<file path="config.mk">
export PLATFORM = sky130hd
export DESIGN_NAME = ethernet_rx_address_filter_unit
export DESIGN_NICKNAME = d
export VERILOG_FILES = /design/src/hw/rtl/ethrx_pkg.sv /design/src/hw/rtl/ethrx_crc_stage.sv /design/src/hw/rtl/ethrx_decide.sv /design/src/hw/rtl/ethernet_rx_address_filter_unit.sv
export SDC_FILE = /design/constraint.sdc
export NUM_CORES = 1
export LEC_CHECK = 0
export CAP_MARGIN = 10
export CELL_PAD_IN_SITES_DETAIL_PLACEMENT = 1
export CELL_PAD_IN_SITES_GLOBAL_PLACEMENT = 1
export CORE_ASPECT_RATIO = 0.7
export CORE_MARGIN = 3
export CORE_UTILIZATION = 30
export CTS_BUF_LIST = sky130_fd_sc_hd__clkbuf_2 sky130_fd_sc_hd__clkbuf_4 sky130_fd_sc_hd__clkbuf_8
export DETAILED_ROUTE_END_ITERATION = 6
export DONT_BUFFER_PORTS = 1
export GPL_TIMING_DRIVEN = 0
export PLACE_DENSITY_LB_ADDON = 0.1
export SLEW_MARGIN = 20
export SYNTH_ARGS = -nofsm -noshare
export SYNTH_HDL_FRONTEND = slang
export SYNTH_SLANG_ARGS = --single-unit
</file>
<file path="constraint.sdc">
create_clock -name clk -period 10.6 [get_ports clk]
set_clock_uncertainty 0.15 [all_clocks]
set_input_delay 0.53 -clock clk [delete_from_list [all_inputs] [get_ports clk]]
set_output_delay 0.53 -clock clk [all_outputs]
set_load 0.03 [all_outputs]
</file>
<file path="src/hw/rtl/ethrx_pkg.sv">
`default_nettype none
// ----------------------------------------------------------------------------
// ethrx_pkg: shared types and constants for the receive address filter
// Address and CRC widths, item and configuration structs, class codes and
// the byte-wide CRC-32 update used by each CRC stage.
// ----------------------------------------------------------------------------
package ethrx_pkg;

    localparam int ADDR_W      = 48;
    localparam int CRC_W       = 32;
    localparam int HASH_W      = 6;
    localparam int TABLE_DEPTH = 64;
    localparam int NUM_BYTES   = ADDR_W / 8;
    localparam int CFG_INDEX_W = 3;
    localparam int CFG_DATA_W  = 64;

    localparam logic [CRC_W-1:0] CRC_POLY   = 32'h04C1_1DB7;
    localparam logic [CRC_W-1:0] CRC_PRESET = 32'hFFFF_FFFF;

    // configuration register indexes
    localparam logic [CFG_INDEX_W-1:0] REG_STATION_ADDRESS  = 3'd0;
    localparam logic [CFG_INDEX_W-1:0] REG_HASH_TABLE       = 3'd1;
    localparam logic [CFG_INDEX_W-1:0] REG_PROMISCUOUS      = 3'd2;
    localparam logic [CFG_INDEX_W-1:0] REG_ACCEPT_BROADCAST = 3'd3;
    localparam logic [CFG_INDEX_W-1:0] REG_ACCEPT_ALL_MCAST = 3'd4;

    typedef logic [ADDR_W-1:0] addr_t;
    typedef logic [CRC_W-1:0]  crc_t;

    typedef enum logic [1:0] {
        CLASS_UNICAST   = 2'd0,
        CLASS_BROADCAST = 2'd1,
        CLASS_MULTICAST = 2'd2
    } frame_class_t;

    // item travelling down the CRC pipeline
    typedef struct packed {
        addr_t addr;
        crc_t  crc;
    } ethrx_item_t;

    // filter settings seen by the decision stage
    typedef struct packed {
        addr_t                  station_address;
        logic [TABLE_DEPTH-1:0] hash_table;
        logic                   promiscuous;
        logic                   accept_broadcast;
        logic                   accept_all_multicast;
    } ethrx_cfg_t;

    // CRC-32 over one byte, LSB first, no inversion
    function automatic crc_t crc_byte(input crc_t crc_in, input logic [7:0] data);
        crc_t c;
        logic fb;
        c = crc_in;
        for (int i = 0; i < 8; i++)
        begin
            fb = c[CRC_W-1] ^ data[i];
            c  = {c[CRC_W-2:0], 1'b0};
            if (fb)
            begin
                c = c ^ CRC_POLY;
            end
        end
        return c;
    endfunction

endpackage
`default_nettype wire

</file>
<file path="src/hw/rtl/ethrx_crc_stage.sv">
`default_nettype none
// ----------------------------------------------------------------------------
// ethrx_crc_stage: one byte of the address CRC, registered
// Folds one address byte into the running CRC and holds the item until the
// next stage takes it.
// ----------------------------------------------------------------------------
module ethrx_crc_stage
    import ethrx_pkg::*;
(
    input  wire logic        clk,
    input  wire logic        rst_n,
    input  wire logic        in_valid,
    output      logic        in_ready,
    input  wire ethrx_item_t in_item,
    input  wire logic [7:0]  in_byte,
    output      logic        out_valid,
    input  wire logic        out_ready,
    output      ethrx_item_t out_item
);

    logic        valid_reg;
    logic        valid_next;
    ethrx_item_t item_reg;
    ethrx_item_t item_next;

    assign in_ready = !valid_reg || out_ready;

    always_comb
    begin
        item_next.addr = in_item.addr;
        item_next.crc  = crc_byte(in_item.crc, in_byte);
        valid_next     = in_ready ? in_valid : valid_reg;
    end

    always_ff @(posedge clk or negedge rst_n)
    begin
        if (!rst_n)
        begin
            valid_reg <= 1'b0;
        end
        else
        begin
            valid_reg <= valid_next;
        end
    end

    always_ff @(posedge clk)
    begin
        if (in_valid && in_ready)
        begin
            item_reg <= item_next;
        end
    end

    assign out_valid = valid_reg;
    assign out_item  = item_reg;

endmodule
`default_nettype wire

</file>
<file path="src/hw/rtl/ethrx_decide.sv">
`default_nettype none
// ----------------------------------------------------------------------------
// ethrx_decide: classification, hash lookup and accept decision
// Last pipeline stage; its registers are the block's output item.
// ----------------------------------------------------------------------------
module ethrx_decide
    import ethrx_pkg::*;
(
    input  wire logic              clk,
    input  wire logic              rst_n,
    input  wire logic              in_valid,
    output      logic              in_ready,
    input  wire ethrx_item_t       in_item,
    input  wire ethrx_cfg_t        cfg,
    output      logic              out_valid,
    input  wire logic              out_ready,
    output      logic              accept,
    output      logic [1:0]        frame_class,
    output      logic [HASH_W-1:0] hash_index
);

    logic              valid_reg;
    logic              valid_next;
    logic              accept_reg;
    logic              accept_next;
    frame_class_t      class_reg;
    frame_class_t      class_next;
    logic [HASH_W-1:0] hash_reg;
    logic [HASH_W-1:0] hash_next;

    assign in_ready = !valid_reg || out_ready;

    always_comb
    begin
        hash_next = in_item.crc[CRC_W-1 -: HASH_W];

        // group bit is bit 0 of the first byte
        priority if (!in_item.addr[0])
        begin
            class_next = CLASS_UNICAST;
        end
        else if (&in_item.addr)
        begin
            class_next = CLASS_BROADCAST;
        end
        else
        begin
            class_next = CLASS_MULTICAST;
        end

        priority if (cfg.promiscuous)
        begin
            accept_next = 1'b1;
        end
        else if (class_next == CLASS_UNICAST)
        begin
            accept_next = (in_item.addr == cfg.station_address);
        end
        else if (class_next == CLASS_BROADCAST)
        begin
            accept_next = cfg.accept_broadcast;
        end
        else if (cfg.accept_all_multicast)
        begin
            accept_next = 1'b1;
        end
        else
        begin
            accept_next = cfg.hash_table[hash_next];
        end

        valid_next = in_ready ? in_valid : valid_reg;
    end

    always_ff @(posedge clk or negedge rst_n)
    begin
        if (!rst_n)
        begin
            valid_reg <= 1'b0;
        end
        else
        begin
            valid_reg <= valid_next;
        end
    end

    always_ff @(posedge clk)
    begin
        if (in_valid && in_ready)
        begin
            accept_reg <= accept_next;
            class_reg  <= class_next;
            hash_reg   <= hash_next;
        end
    end

    assign out_valid   = valid_reg;
    assign accept      = accept_reg;
    assign frame_class = class_reg;
    assign hash_index  = hash_reg;

endmodule
`default_nettype wire

</file>
<file path="src/hw/rtl/ethernet_rx_address_filter_unit.sv">
`default_nettype none
// ----------------------------------------------------------------------------
// ethernet_rx_address_filter_unit: receive destination address filter
// Accepts or rejects a frame by its destination address: promiscuous mode,
// station address match, broadcast enable, all-multicast or CRC hash table.
// ----------------------------------------------------------------------------
// Usage:
//   Input channel: in_valid/in_ready with dest_address (first byte on the
//   wire at bits 7..0). Output channel: out_valid/out_ready with accept,
//   frame_class and hash_index, one result item per address item.
//   Config channel: cfg_valid/cfg_ready, cfg_index selects the register,
//   cfg_data carries its value; cfg_ready is always high, writes to
//   indexes past the last register are dropped. Write only while idle.
// Pipeline: from input acceptance to out_valid an item passes six CRC byte
//   stages, one per address byte, then the decision/output register.
// Throughput: one item per cycle while out_ready is high; the byte-wide CRC
//   step in each stage sets the stage depth.
// Reset: pipeline emptied, station address and hash table cleared,
//   promiscuous mode on, broadcast and all-multicast off.
// Stall: with out_ready low each full stage holds its item; in_ready drops
//   once the pipeline is full, and nothing is lost or repeated.
// ----------------------------------------------------------------------------
module ethernet_rx_address_filter_unit
    import ethrx_pkg::*;
(
    input  wire logic                   clk,
    input  wire logic                   rst_n,
    // address items
    input  wire logic                   in_valid,
    output      logic                   in_ready,
    input  wire logic [ADDR_W-1:0]      dest_address,
    // result items
    output      logic                   out_valid,
    input  wire logic                   out_ready,
    output      logic                   accept,
    output      logic [1:0]             frame_class,
    output      logic [HASH_W-1:0]      hash_index,
    // register writes
    input  wire logic                   cfg_valid,
    output      logic                   cfg_ready,
    input  wire logic [CFG_INDEX_W-1:0] cfg_index,
    input  wire logic [CFG_DATA_W-1:0]  cfg_data
);

    // ------------------------------------------------------------------
    // Configuration registers
    // ------------------------------------------------------------------
    addr_t                  station_address_reg;
    addr_t                  station_address_next;
    logic [TABLE_DEPTH-1:0] hash_table_reg;
    logic [TABLE_DEPTH-1:0] hash_table_next;
    logic                   promiscuous_reg;
    logic                   promiscuous_next;
    logic                   accept_broadcast_reg;
    logic                   accept_broadcast_next;
    logic                   accept_all_mcast_reg;
    logic                   accept_all_mcast_next;
    ethrx_cfg_t             cfg;

    assign cfg_ready = 1'b1;

    always_comb
    begin
        station_address_next  = station_address_reg;
        hash_table_next       = hash_table_reg;
        promiscuous_next      = promiscuous_reg;
        accept_broadcast_next = accept_broadcast_reg;
        accept_all_mcast_next = accept_all_mcast_reg;
        if (cfg_valid && cfg_ready)
        begin
            unique case (cfg_index)
                REG_STATION_ADDRESS:  station_address_next  = cfg_data[ADDR_W-1:0];
                REG_HASH_TABLE:       hash_table_next       = cfg_data[TABLE_DEPTH-1:0];
                REG_PROMISCUOUS:      promiscuous_next      = cfg_data[0];
                REG_ACCEPT_BROADCAST: accept_broadcast_next = cfg_data[0];
                REG_ACCEPT_ALL_MCAST: accept_all_mcast_next = cfg_data[0];
                default:              ; // unused index: write dropped
            endcase
        end
    end

    always_ff @(posedge clk or negedge rst_n)
    begin
        if (!rst_n)
        begin
            station_address_reg  <= '0;
            hash_table_reg       <= '0;
            promiscuous_reg      <= 1'b1;
            accept_broadcast_reg <= 1'b0;
            accept_all_mcast_reg <= 1'b0;
        end
        else
        begin
            station_address_reg  <= station_address_next;
            hash_table_reg       <= hash_table_next;
            promiscuous_reg      <= promiscuous_next;
            accept_broadcast_reg <= accept_broadcast_next;
            accept_all_mcast_reg <= accept_all_mcast_next;
        end
    end

    assign cfg.station_address      = station_address_reg;
    assign cfg.hash_table           = hash_table_reg;
    assign cfg.promiscuous          = promiscuous_reg;
    assign cfg.accept_broadcast     = accept_broadcast_reg;
    assign cfg.accept_all_multicast = accept_all_mcast_reg;

    // ------------------------------------------------------------------
    // CRC pipeline: stage k folds address byte k into the CRC.
    // Slot 0 is the input port, slot NUM_BYTES feeds the decision stage.
    // ------------------------------------------------------------------
    ethrx_item_t slot_item  [NUM_BYTES+1];
    logic        slot_valid [NUM_BYTES+1];
    logic        slot_ready [NUM_BYTES+1];

    assign slot_item[0].addr = dest_address;
    assign slot_item[0].crc  = CRC_PRESET;
    assign slot_valid[0]     = in_valid;
    assign in_ready          = slot_ready[0];

    for (genvar k = 0; k < NUM_BYTES; k++)
    begin : g_crc
        ethrx_crc_stage u_crc_stage (
            .clk       (clk),
            .rst_n     (rst_n),
            .in_valid  (slot_valid[k]),
            .in_ready  (slot_ready[k]),
            .in_item   (slot_item[k]),
            .in_byte   (slot_item[k].addr[8*k +: 8]),
            .out_valid (slot_valid[k+1]),
            .out_ready (slot_ready[k+1]),
            .out_item  (slot_item[k+1])
        );
    end

    // ------------------------------------------------------------------
    // Decision stage and output register
    // ------------------------------------------------------------------
    ethrx_decide u_decide (
        .clk         (clk),
        .rst_n       (rst_n),
        .in_valid    (slot_valid[NUM_BYTES]),
        .in_ready    (slot_ready[NUM_BYTES]),
        .in_item     (slot_item[NUM_BYTES]),
        .cfg         (cfg),
        .out_valid   (out_valid),
        .out_ready   (out_ready),
        .accept      (accept),
        .frame_class (frame_class),
        .hash_index  (hash_index)
    );

endmodule
`default_nettype wire
</file>
==> qor.txt, run 1 <==
Sequential fraction of the synthesis area: 0.7451
Crit. End Element: output pin
Min-Delay Path Class: input pin to flip-flop
Mux cell area share after synthesis: 0.07658
Post-Synth Simple-Gate Area: 0.02235
Tmin final: 3.167 ns
WP data required: 9.92 ns
CTS root buffer: clkbuf_8
Worst R2R Setup Slack: 7.45 ns
Asr flop ratio synth: 0.2214
YS warnings: 0
Post-synth net total: 1284
Sequential share of power: 0.465
Die width: 325.1 um
Vias in the first global route: 11460
Max FFs per register: 420
Final Util: 0.3692
Gate power share: 0.279
Syn_area_per_cell: 18.37 um^2
Clock Pin Slew Worst Setup and Hold Paths: 0.07 ns
Status: finished, final reports clean
Core box area: 0.07023 mm^2
# setup viols final: 0
Gr ovfl total: 0
Avg Vias per Cell: 4.214
Post-synth top flop: edfxtp_1
Starting density of the core: 0.3045
CP endpoint: in_ready
Final #Nets: 1508
Slew Limit Fails: 0
First-pass GRT wire length: 75.53 mm
Clock Power Share: 0.256
Final WL: 50.37 mm
Mapped Cells: 1164
DRC violations left: 0
EDFF count, synth: 429
# placed instances: 2127
Dpl hpwl: 35.90 mm
CTS tree: built
Final Instance Count excl. Fillers: 2420
DRC violation total after the first TritonRoute iteration: 515
Final Hold Viols: 0
Routed WL per cell: 20.81 um
Via count: 10200
Layout cells sized above 1: 0.2022
Worst rel slew slack: 0.2992
Slew @ Worst Pin: 1.044 ns
Max IR drop VDD: 0.1088 mV
Total net switching power: 2303 uW
FF-to-FF Start: g_crc[5].u_crc_stage.out_item[27]$_DFFE_PP_
R2R depth: 7
Fmax: 0.3157 GHz
Total GRT Usage: 0.1383
Die Ht: 229.4 um
Fillers: 7010
Pwr per Cell Area: 287.8 mW/mm^2
Post-synth cell types: 46
Max FO, Critical Path: 5
Cell Area, Synth: 0.02139 mm^2
Port Buffers: 0
Wire length on met3: 2.228 mm
IO Pins: 132
Synthesized-area fraction occupied by ao, oa, aoi and oai cells: 0.008249
RSZ-0062 raised after global routing: no
Leakage dissipation: 0.008958 uW
CTS sink count: 551
WHS: 0.1051 ns
Int Power: 5158 uW
Setup TNS: 0 ns
Skew-Pair Late Insertion Delay: 0.70 ns
#FFs+latches synth: 551
Setup Buffers After CTS: 0
Largest net degree at the start of global routing: 123
Total power: 7461 uW
Max_cap viols: 0
Routability cong.: 0.7727
TritonCTS buffer count: 90
Critical path launch point: u_decide.out_valid$_DFFE_PN0P_
R2R Path End: u_decide.accept$_SDFFCE_PP1P_
Max Used Layer: met4
Initial antenna violation count: 1
Main combinational cell family by area after synthesis: XOR/XNOR gates
Met2 Routed Length: 21.14 mm
Number of H-tree levels: 3
Synthesis-to-finish area growth: 21.23%
DRT antenna net count: 0
First-pass DRT Iterations: 5
Max Buffers Root-to-Sink: 3
Critical path class: flip-flop to output pin
Die ar.: 0.07458 mm^2
Metal-1 WL: 25.66 mm
Worst Path Arrival: 2.49 ns
Row count: 81
Switching share of total power: 0.3087
Post-synthesis adder-cell area fraction: 0
Synth Area in XOR/XNOR: 0.1402
Tcrit/Tclk final: 0.2988
Critical Path Start Type: flip-flop
PostCTS Resize Cnt: 0
[layout by cell type, fill, tap and decap left out, drive strengths merged, types with 6 or more instances in the layout]
cell / instances
nor2: 9
dlygate4sd3: 122
nand4: 20
edfxtp: 429
clkbuf: 138
nor4: 9
xor2: 71
mux2: 111
clkinv: 41
buf: 14
nand2b: 6
dfrtp: 121
mux4: 16
inv: 16
nand2: 10
xnor2: 268
nor2b: 7
[timing repair]
| item | CTS | global route |
|---|---|---|
| hold buffers | 123 | 0 |
| endpoints found under the setup margin | 0 | 0 |
| hold endpoints to repair | 297 | 0 |
[cells in the mapped netlist (2+ instances only)]
| library cell | number | area [um^2] |
|---|---|---|
| a21o_1 | 2 | 15.01 |
| a21oi_1 | 2 | 10.01 |
| a221oi_1 | 3 | 26.28 |
| a22o_1 | 2 | 17.52 |
| and2_1 | 5 | 31.28 |
| buf_2 | 2 | 10.01 |
| clkbuf_1 | 22 | 82.58 |
| dfrtp_1 | 121 | 3028 |
| edfxtp_1 | 429 | 12880 |
| inv_1 | 12 | 45.04 |
| mux2_2 | 111 | 1250 |
| mux2i_1 | 2 | 20.02 |
| mux4_1 | 2 | 52.55 |
| mux4_2 | 14 | 315.3 |
| nand2_1 | 10 | 37.54 |
| nand2b_1 | 6 | 37.54 |
| nand3_1 | 2 | 10.01 |
| nand4_1 | 20 | 125.1 |
| nor2_1 | 9 | 33.78 |
| nor2b_1 | 7 | 43.79 |
| nor3_1 | 5 | 25.02 |
| nor4_1 | 9 | 56.30 |
| nor4bb_1 | 2 | 20.02 |
| o21ai_0 | 5 | 25.02 |
| o22ai_1 | 3 | 18.77 |
| or2_2 | 2 | 12.51 |
| xnor2_1 | 266 | 2330 |
| xnor2_2 | 2 | 32.53 |
| xor2_1 | 69 | 604.3 |
| xor2_2 | 2 | 32.53 |
[through the flow]
| stage | area, um^2 | worst slack, ns |
|---|---|---|
| floorplan | 21390 | 5.582 |
| global placement | 22580 | 3.420 |
| detailed placement | 22830 | 7.339 |
| CTS | 25920 | 7.331 |
| global route | 25930 | 7.170 |
| finish | 25930 | 7.433 |
[per-layer routing]
layer	up-vias	GRT usage
li1	4731	-
met1	5187	0.2030
met2	187	0.1996
met3	94	0.03513
met4	0	0.04421
met5	-	0
[kinds of logic after synthesis]
kind of cell / count (synthesis)
buffers and inverters: 38
muxes: 129
xor gates and xnor gates: 339
DFF: 551
AOI/OAI and AO/OA: 24
and+or+nand+nor: 82
other: 1
[worst min path at each step]
stage / start / to / slack, ns / cells after the start
after floorplan: rst_n / accept_all_mcast_reg$_DFFE_PN0P_ / 0.08 / 0
after global placement: rst_n / g_crc[5].u_crc_stage.out_valid$_DFFE_PN0P_ / 0.09 / 0
after detailed placement: rst_n / g_crc[5].u_crc_stage.out_valid$_DFFE_PN0P_ / 0.09 / 0
after CTS: dest_address[1] / g_crc[0].u_crc_stage.out_item[0]$_SDFFCE_PP0P_ / 0.03 / 1
after global routing: dest_address[1] / g_crc[0].u_crc_stage.out_item[0]$_SDFFCE_PP0P_ / 0.07 / 1
final: dest_address[1] / g_crc[0].u_crc_stage.out_item[0]$_SDFFCE_PP0P_ / 0.11 / 1
[worst max-delay path: stages, from the launching register on]
cell and delay [ns]:
dfrtp_1 0.51, nor2b_1 0.35, nand3_1 0.17, nor2_1 0.34
nand3_1 0.40
[power by group through the flow]
stage          combinational (uW)  clock [uW]  sequential, uW
2_1_floorplan                1550           0            3390
3_3_place_gp                 2030           0            3550
3_5_place_dp                 2090           0            3520
4_1_cts                      2160        2000            3480
5_1_grt                      2310        2100            3530
6_report                     2080        1910            3470
[area by class of cell]
class / instances / area [um^2] / area share
timing repair buffer: 132 / 1461 / 0.05636
inverter: 12 / 45.04 / 0.001737
buffer: 26 / 111.4 / 0.004295
tap: 954 / 1194 / 0.04604
clock buffer: 116 / 1453 / 0.05602
multi-input combinational: 575 / 5334 / 0.2057
sequential: 551 / 15940 / 0.6146
antenna: 2 / 5.005 / 0.0001930
clock inverter: 52 / 389.1 / 0.01501
Power figures use the tool's default switching activity.
==> run 2: changes to the inputs <==
==> constraint.sdc (replaced) <==
create_clock -name clk -period 2.59 [get_ports clk]
set_clock_uncertainty 0.15 [all_clocks]
set_input_delay 0.1295 -clock clk [delete_from_list [all_inputs] [get_ports clk]]
set_output_delay 0.1295 -clock clk [all_outputs]
set_load 0.03 [all_outputs]
==> qor.txt, run 2 (synthesis results as in run 1) <==
Status: finished with violations (was finished, final reports clean)
Failing checks: negative hold slack, negative setup slack
Final #Nets: 1646 (was 1508)
Skew-Pair Late Insertion Delay: 0.71 ns (was 0.70 ns)
Via count: 10830 (was 10200)
Die width: 325.1 um (unchanged)
Tcrit/Tclk final: 1.048
CP Cell Sequence: buf_6 > mux4_2 > mux2_2 > a22o_1 > a2111oi_4 > o32ai_2 > a21o_1 (was nor2b_1 > nand3_1 > nor2_1 > nand3_1)
Worst setup slack after layout: -0.1236 ns (was 7.433 ns)
CTS root buffer: clkbuf_8 (unchanged)
Critical Path Start Type: flip-flop (unchanged)
Crit. End Element: flip-flop (was output pin)
Crit-path slowest cell: mux4_2 (was dfrtp_1)
Routability cong.: 0.7671 (was 0.7727)
Final Instance Count excl. Fillers: 2551 (was 2420)
Critical path class: flip-flop to flip-flop (was flip-flop to output pin)
Avg Vias per Cell: 4.245 (was 4.214)
FF/Latch Area: 0.01594 mm^2 (about the same)
Pwr per Cell Area: 1129 mW/mm^2 (was 287.8 mW/mm^2)
Row count: 81 (unchanged)
IO Pins: 132 (unchanged)
Die ar.: 0.07458 mm^2 (unchanged)
Port Buffers: 0 (unchanged)
# setup viols final: 1 (was 0)
Total power: 31110 uW (was 7461 uW)
Most frequent cells in the layout: edfxtp_1 (429), dlygate4sd3_1 (251), xnor2_1 (248) (was edfxtp_1 (429), xnor2_1 (265), dlygate4sd3_1 (122))
Fmax: 0.3685 GHz
Layout cells sized above 1: 0.2154 (was 0.2022)
WP data required: 2.87 ns (was 9.92 ns)
CTS tree: built (unchanged)
Tmin final: 2.714 ns
Clock Pin Slew Worst Setup and Hold Paths: 0.06 ns (was 0.07 ns)
Slew @ Worst Pin: 0.8142 ns (was 1.044 ns)
Multi-input logic area: 0.005663 mm^2 (was 0.005334 mm^2)
Number of H-tree levels: 3 (unchanged)
First-pass DRT Iterations: 4 (was 5)
Vias in the first global route: 12080 (was 11460)
FF-to-FF Start: g_crc[5].u_crc_stage.out_item[26]$_DFFE_PP_ (was g_crc[5].u_crc_stage.out_item[27]$_DFFE_PP_)
Max FFs per register: 420 (unchanged)
CP peak stage delay: 0.54 ns (was 0.51 ns)
Min-Delay Path Class: input pin to async pin (was input pin to flip-flop)
Max IR drop VDD: 0.3806 mV (was 0.1088 mV)
Critical path launch point: g_crc[5].u_crc_stage.out_item[26]$_DFFE_PP_ (was u_decide.out_valid$_DFFE_PN0P_)
WHS: -1.008 ns (was 0.1051 ns)
CTS sink count: 551 (unchanged)
DRC violation total after the first TritonRoute iteration: 507 (was 515)
Max FO, Critical Path: 5 (unchanged)
Gr ovfl total: 0 (unchanged)
Max Buffers Root-to-Sink: 3 (unchanged)
Diode count: 0 (was 2)
Commonest non-fill, non-tap cell in the layout: edfxtp_1 (unchanged)
Leakage dissipation: 0.009656 uW (was 0.008958 uW)
First-pass GRT wire length: 79.98 mm (was 75.53 mm)
Final WL: 53.36 mm (was 50.37 mm)
Core box area: 0.07023 mm^2 (unchanged)
Dpl hpwl: 35.96 mm (was 35.90 mm)
DRC violations left: 0 (unchanged)
Fillers: 6914 (was 7010)
DRT antenna net count: 0 (unchanged)
Worst Path Arrival: 3.00 ns (was 2.49 ns)
Initial antenna violation count: 2 (was 1)
Die Ht: 229.4 um (unchanged)
Slew Limit Fails: 0 (unchanged)
Max_cap viols: 0 (unchanged)
Total GRT Usage: 0.1458 (was 0.1383)
Largest net degree at the start of global routing: 123 (unchanged)
TritonCTS buffer count: 91 (was 90)
Worst rel slew slack: 0.4533 (was 0.2992)
Routed WL per cell: 20.92 um (was 20.81 um)
RSZ-0062 raised after global routing: yes (was no)
Starting density of the core: 0.3045 (unchanged)
Synthesis-to-finish area growth: 28.83% (was 21.23%)
# placed instances: 2126 (was 2127)
Final Hold Viols: 122 (was 0)
## run 2: cell count changes in the layout (fill, tap and decap cells not counted), sizes merged
cell and change:
dlygate4sd3 +129, clkinv -22, clkbuf +18, buf +8, bufinv -3, and2 +2, diode -2, inv +1
## run 2: final cells by class
cell class                 instances  area share
tap                              954     0.04332
timing repair buffer             269      0.1015
clock buffer                     136     0.05794
clock inverter                    28    0.007583
buffer                            24    0.004087
multi-input combinational        577      0.2055
inverter                          12    0.001635
sequential                       551      0.5784
## run 2: path summary, 6_finish.rpt
path	end	slack, ns	depth (start not counted)
setup / recovery	u_decide.accept$_SDFFCE_PP1P_	-0.12	7
hold / removal	g_crc[0].u_crc_stage.out_valid$_DFFE_PN0P_	-1.01	0
setup reg to reg	u_decide.accept$_SDFFCE_PP1P_	-0.12	7
hold reg to reg	g_crc[4].u_crc_stage.out_item[61]$_DFFE_PP_	0.26	0
max in group asynchronous	promiscuous_reg$_DFFE_PN1P_	3.03	0
min in group clk	hash_table_reg[18]$_DFFE_PN0P_	0.08	2
## run 2: stage by stage
step	TNS, ns	setup WS [ns]	util	area, um^2
after global routing	-0.2048	-0.2048	0.3923	27560
final	-0.1236	-0.1236	0.3923	27560
after global placement	-195.13	-0.8075	0.3217	22600
after floorplan	0	0.004065	-	21400
after CTS	-0.3324	-0.1569	0.3896	27360
after detailed placement	-35.71	-0.6804	0.3247	22810
## run 2: power breakdown
part	internal (uW)	switching, uW
Combinational	4490	4620
Clock	4160	3540
Sequential	12900	1400
## run 2: routing by layer
layer / share of wire / vias to the layer above / global-route usage
li1: - / 4999 / -
met1: 0.50 / 5532 / 0.2117
met2: 0.43 / 209 / 0.2168
met3: 0.042 / 90 / 0.03418
met4: 0.024 / 0 / 0.04307
met5: 0 / - / 0
## run 2: critical path: cells and delay by family (launching register included)
kind	cells	cell delay, ns
AOI/OAI and AO/OA	4	0.83
buffers and inverters	1	0.19
DFF	1	0.46
muxes	2	0.83
## run 2: what timing repair did
item | 4_1_cts | 5_1_grt
resized for setup | 30 | 17
setup buffers | 5 | 5
cloned | 2 | 0
pin swaps | 3 | 2
hold buffers | 250 | 1
endpoints found under the setup margin | 121 | 70
hold endpoints to repair | 437 | 124
==> run 3: changes to the inputs <==
--- a/config.mk
+++ b/config.mk
@@ -16,6 +16,7 @@
 export DONT_BUFFER_PORTS = 1
 export GPL_TIMING_DRIVEN = 0
 export PLACE_DENSITY_LB_ADDON = 0.1
+export REMOVE_ABC_BUFFERS = 1
 export SLEW_MARGIN = 20
 export SYNTH_ARGS = -nofsm -noshare
 export SYNTH_HDL_FRONTEND = slang
==> qor.txt, run 3 (synthesis results as in run 1) <==
Status: finished with violations (unchanged)
Failing checks: negative hold slack, negative setup slack (unchanged)
Initial antenna violation count: 4 (was 2)
Multi-input logic area: 0.005597 mm^2 (was 0.005663 mm^2)
Final Hold Viols: 122 (unchanged)
Total net switching power: 9470 uW (was 9564 uW)
Fmax: 0.3729 GHz (was 0.3685 GHz)
WHS: -0.9940 ns (was -1.008 ns)
Gr ovfl total: 0 (unchanged)
CTS Hold Bufs: 226 (was 250)
# placed instances: 2115 (was 2126)
Clock Pin Slew Worst Setup and Hold Paths: 0.07 ns (was 0.06 ns)
Slew @ Worst Pin: 0.9991 ns (was 0.8142 ns)
DRC violations left: 0 (unchanged)
Max IR drop VDD: 0.3814 mV (was 0.3806 mV)
Max FO, Critical Path: 3 (was 5)
Min-Delay Path Class: input pin to async pin (unchanged)
Diode count: 0 (unchanged)
CTS root buffer: clkbuf_8 (unchanged)
Worst setup slack after layout: -0.09170 ns (was -0.1236 ns)
R2R depth: 8 (was 7)
Crit. End Element: flip-flop (unchanged)
Die width: 325.1 um (unchanged)
Placement Setup Slack: -0.5147 ns (was -0.6804 ns)
TritonCTS buffer count: 90 (was 91)
Routed WL per cell: 20.80 um (was 20.92 um)
Slew Limit Fails: 0 (unchanged)
Routability cong.: 0.7513 (was 0.7671)
Total GRT Usage: 0.1436 (was 0.1458)
Synthesis-to-finish area growth: 27.71% (was 28.83%)
Switching share of total power: 0.3044 (was 0.3075)
Clock Power Share: 0.250 (was 0.248)
Die ar.: 0.07458 mm^2 (unchanged)
FF/Latch Area: 0.01594 mm^2 (about the same)
Int Power: 21640 uW (was 21540 uW)
CTS tree: built (unchanged)
Worst rel slew slack: 0.3291 (was 0.4533)
Final Instance Count excl. Fillers: 2514 (was 2551)
Dpl hpwl: 35.62 mm (was 35.96 mm)
Pwr per Cell Area: 1139 mW/mm^2 (was 1129 mW/mm^2)
Port Buffers: 0 (unchanged)
Final #Nets: 1607 (was 1646)
Gate power share: 0.289 (was 0.293)
Fillers: 6957 (was 6914)
Most frequent cells in the layout: edfxtp_1 (429), xnor2_1 (251), dlygate4sd3_1 (226) (was edfxtp_1 (429), dlygate4sd3_1 (251), xnor2_1 (248))
DRC violation total after the first TritonRoute iteration: 468 (was 507)
Max_cap viols: 0 (unchanged)
Vias in the first global route: 12010 (was 12080)
Core box area: 0.07023 mm^2 (unchanged)
Leakage dissipation: 0.009591 uW (was 0.009656 uW)
Critical path class: flip-flop to flip-flop (unchanged)
Avg Vias per Cell: 4.220 (was 4.245)
# setup viols final: 1 (unchanged)
Number of H-tree levels: 3 (unchanged)
Largest net degree at the start of global routing: 123 (unchanged)
Critical Path Start Type: flip-flop (unchanged)
Final Util: 0.3889 (was 0.3923)
Max FFs per register: 420 (unchanged)
Row count: 81 (unchanged)
Tcrit/Tclk final: 1.035 (was 1.048)
CTS sink count: 551 (unchanged)
Sequential share of power: 0.461 (was 0.459)
Final WL: 52.28 mm (was 53.36 mm)
Commonest non-fill, non-tap cell in the layout: edfxtp_1 (unchanged)
Die Ht: 229.4 um (unchanged)
First-pass GRT wire length: 79.17 mm (was 79.98 mm)
DRT antenna net count: 0 (unchanged)
Skew-Pair Late Insertion Delay: 0.68 ns (was 0.71 ns)
Max Buffers Root-to-Sink: 3 (unchanged)
Tmin final: 2.682 ns (was 2.714 ns)
RSZ-0062 raised after global routing: yes (unchanged)
Worst Path Arrival: 2.95 ns (was 3.00 ns)
Layout cells sized above 1: 0.2154 (about the same)
IO Pins: 132 (unchanged)
Starting density of the core: 0.3045 (unchanged)
WP data required: 2.86 ns (was 2.87 ns)
Via count: 10610 (was 10830)
First-pass DRT Iterations: 4 (unchanged)
[run 3: changes by cell type in the layout (fill, tap and decap cells not counted), sizes merged]
cell,previous run,this run
and2,7,6
clkinv,19,31
inv,17,14
buf,22,30
dlygate4sd3,251,226
clkbuf,156,129
clkinvlp,2,0
bufinv,2,3
[run 3: per-stage QoR]
step	hold WS, ns	setup TNS (ns)	cell area (um^2)	total power (uW)
after detailed placement	-0.3102	-37.24	22900	23050
after global placement	-0.3112	-1655.48	22470	22760
after global routing	-1.073	-0.1757	27310	33140
after CTS	-1.099	-0.4053	27220	31730
after floorplan	-0.3161	-734.60	21280	20160
final	-0.9940	-0.09170	27310	31110
[run 3: routing by layer]
| metal | part of all wire | global-route usage | wire (um) | vias to the layer above |
|---|---|---|---|---|
| li1 | - | - | - | 4922 |
| met1 | 0.50 | 0.2080 | 26040 | 5396 |
| met2 | 0.44 | 0.2141 | 22890 | 212 |
| met3 | 0.041 | 0.03202 | 2160 | 78 |
| met4 | 0.023 | 0.04562 | 1192 | 0 |
| met5 | 0 | 0 | 0 | - |
[run 3: layout make-up]
type | count | share of cell area
clock buffer | 129 | 0.05836
sequential | 551 | 0.5834
inverter | 12 | 0.001649
tap | 954 | 0.04370
multi-input combinational | 576 | 0.2049
timing repair buffer | 256 | 0.09894
clock inverter | 36 | 0.009024
[run 3: power by group through the flow]
stage	clock network (uW)	logic [uW]	registers, uW
floorplan	0	6170	14000
global placement	0	7990	14800
detailed placement	0	8530	14500
CTS	8150	9220	14400
global route	8560	9990	14600
finish	7780	9000	14300
[run 3: critical path: stages (launching register included)]
cell	delay (ns)
edfxtp_1	0.42
buf_12	0.16
buf_16	0.13
mux4_2	0.47
mux2_4	0.30
a22o_1	0.21
a2111oi_4	0.30
o32ai_2	0.13
a21o_1	0.17
[run 3: worst paths after layout]
path	start	endpoint	slack [ns]
worst max-delay path	g_crc[5].u_crc_stage.out_item[26]$_DFFE_PP_	u_decide.accept$_SDFFCE_PP1P_	-0.09
min in group clk	cfg_data[5]	hash_table_reg[5]$_DFFE_PN0P_	0.06
max in group asynchronous	rst_n	promiscuous_reg$_DFFE_PN1P_	3.04
worst min register to register	g_crc[0].u_crc_stage.out_item[72]$_DFFE_PP_	g_crc[1].u_crc_stage.out_item[72]$_DFFE_PP_	0.26
worst min-delay path	rst_n	station_address_reg[13]$_DFFE_PN0P_	-0.99
worst max register to register	g_crc[5].u_crc_stage.out_item[26]$_DFFE_PP_	u_decide.accept$_SDFFCE_PP1P_	-0.09
[run 3: timing repair]
item | in CTS | in global routing
pin swaps | 4 | 2
setup endpoints to repair | 166 | 123
setup buffers | 4 | 3
resized for setup | 26 | 9
endpoints found under the hold margin | 440 | 122
cloned | 1 | 0
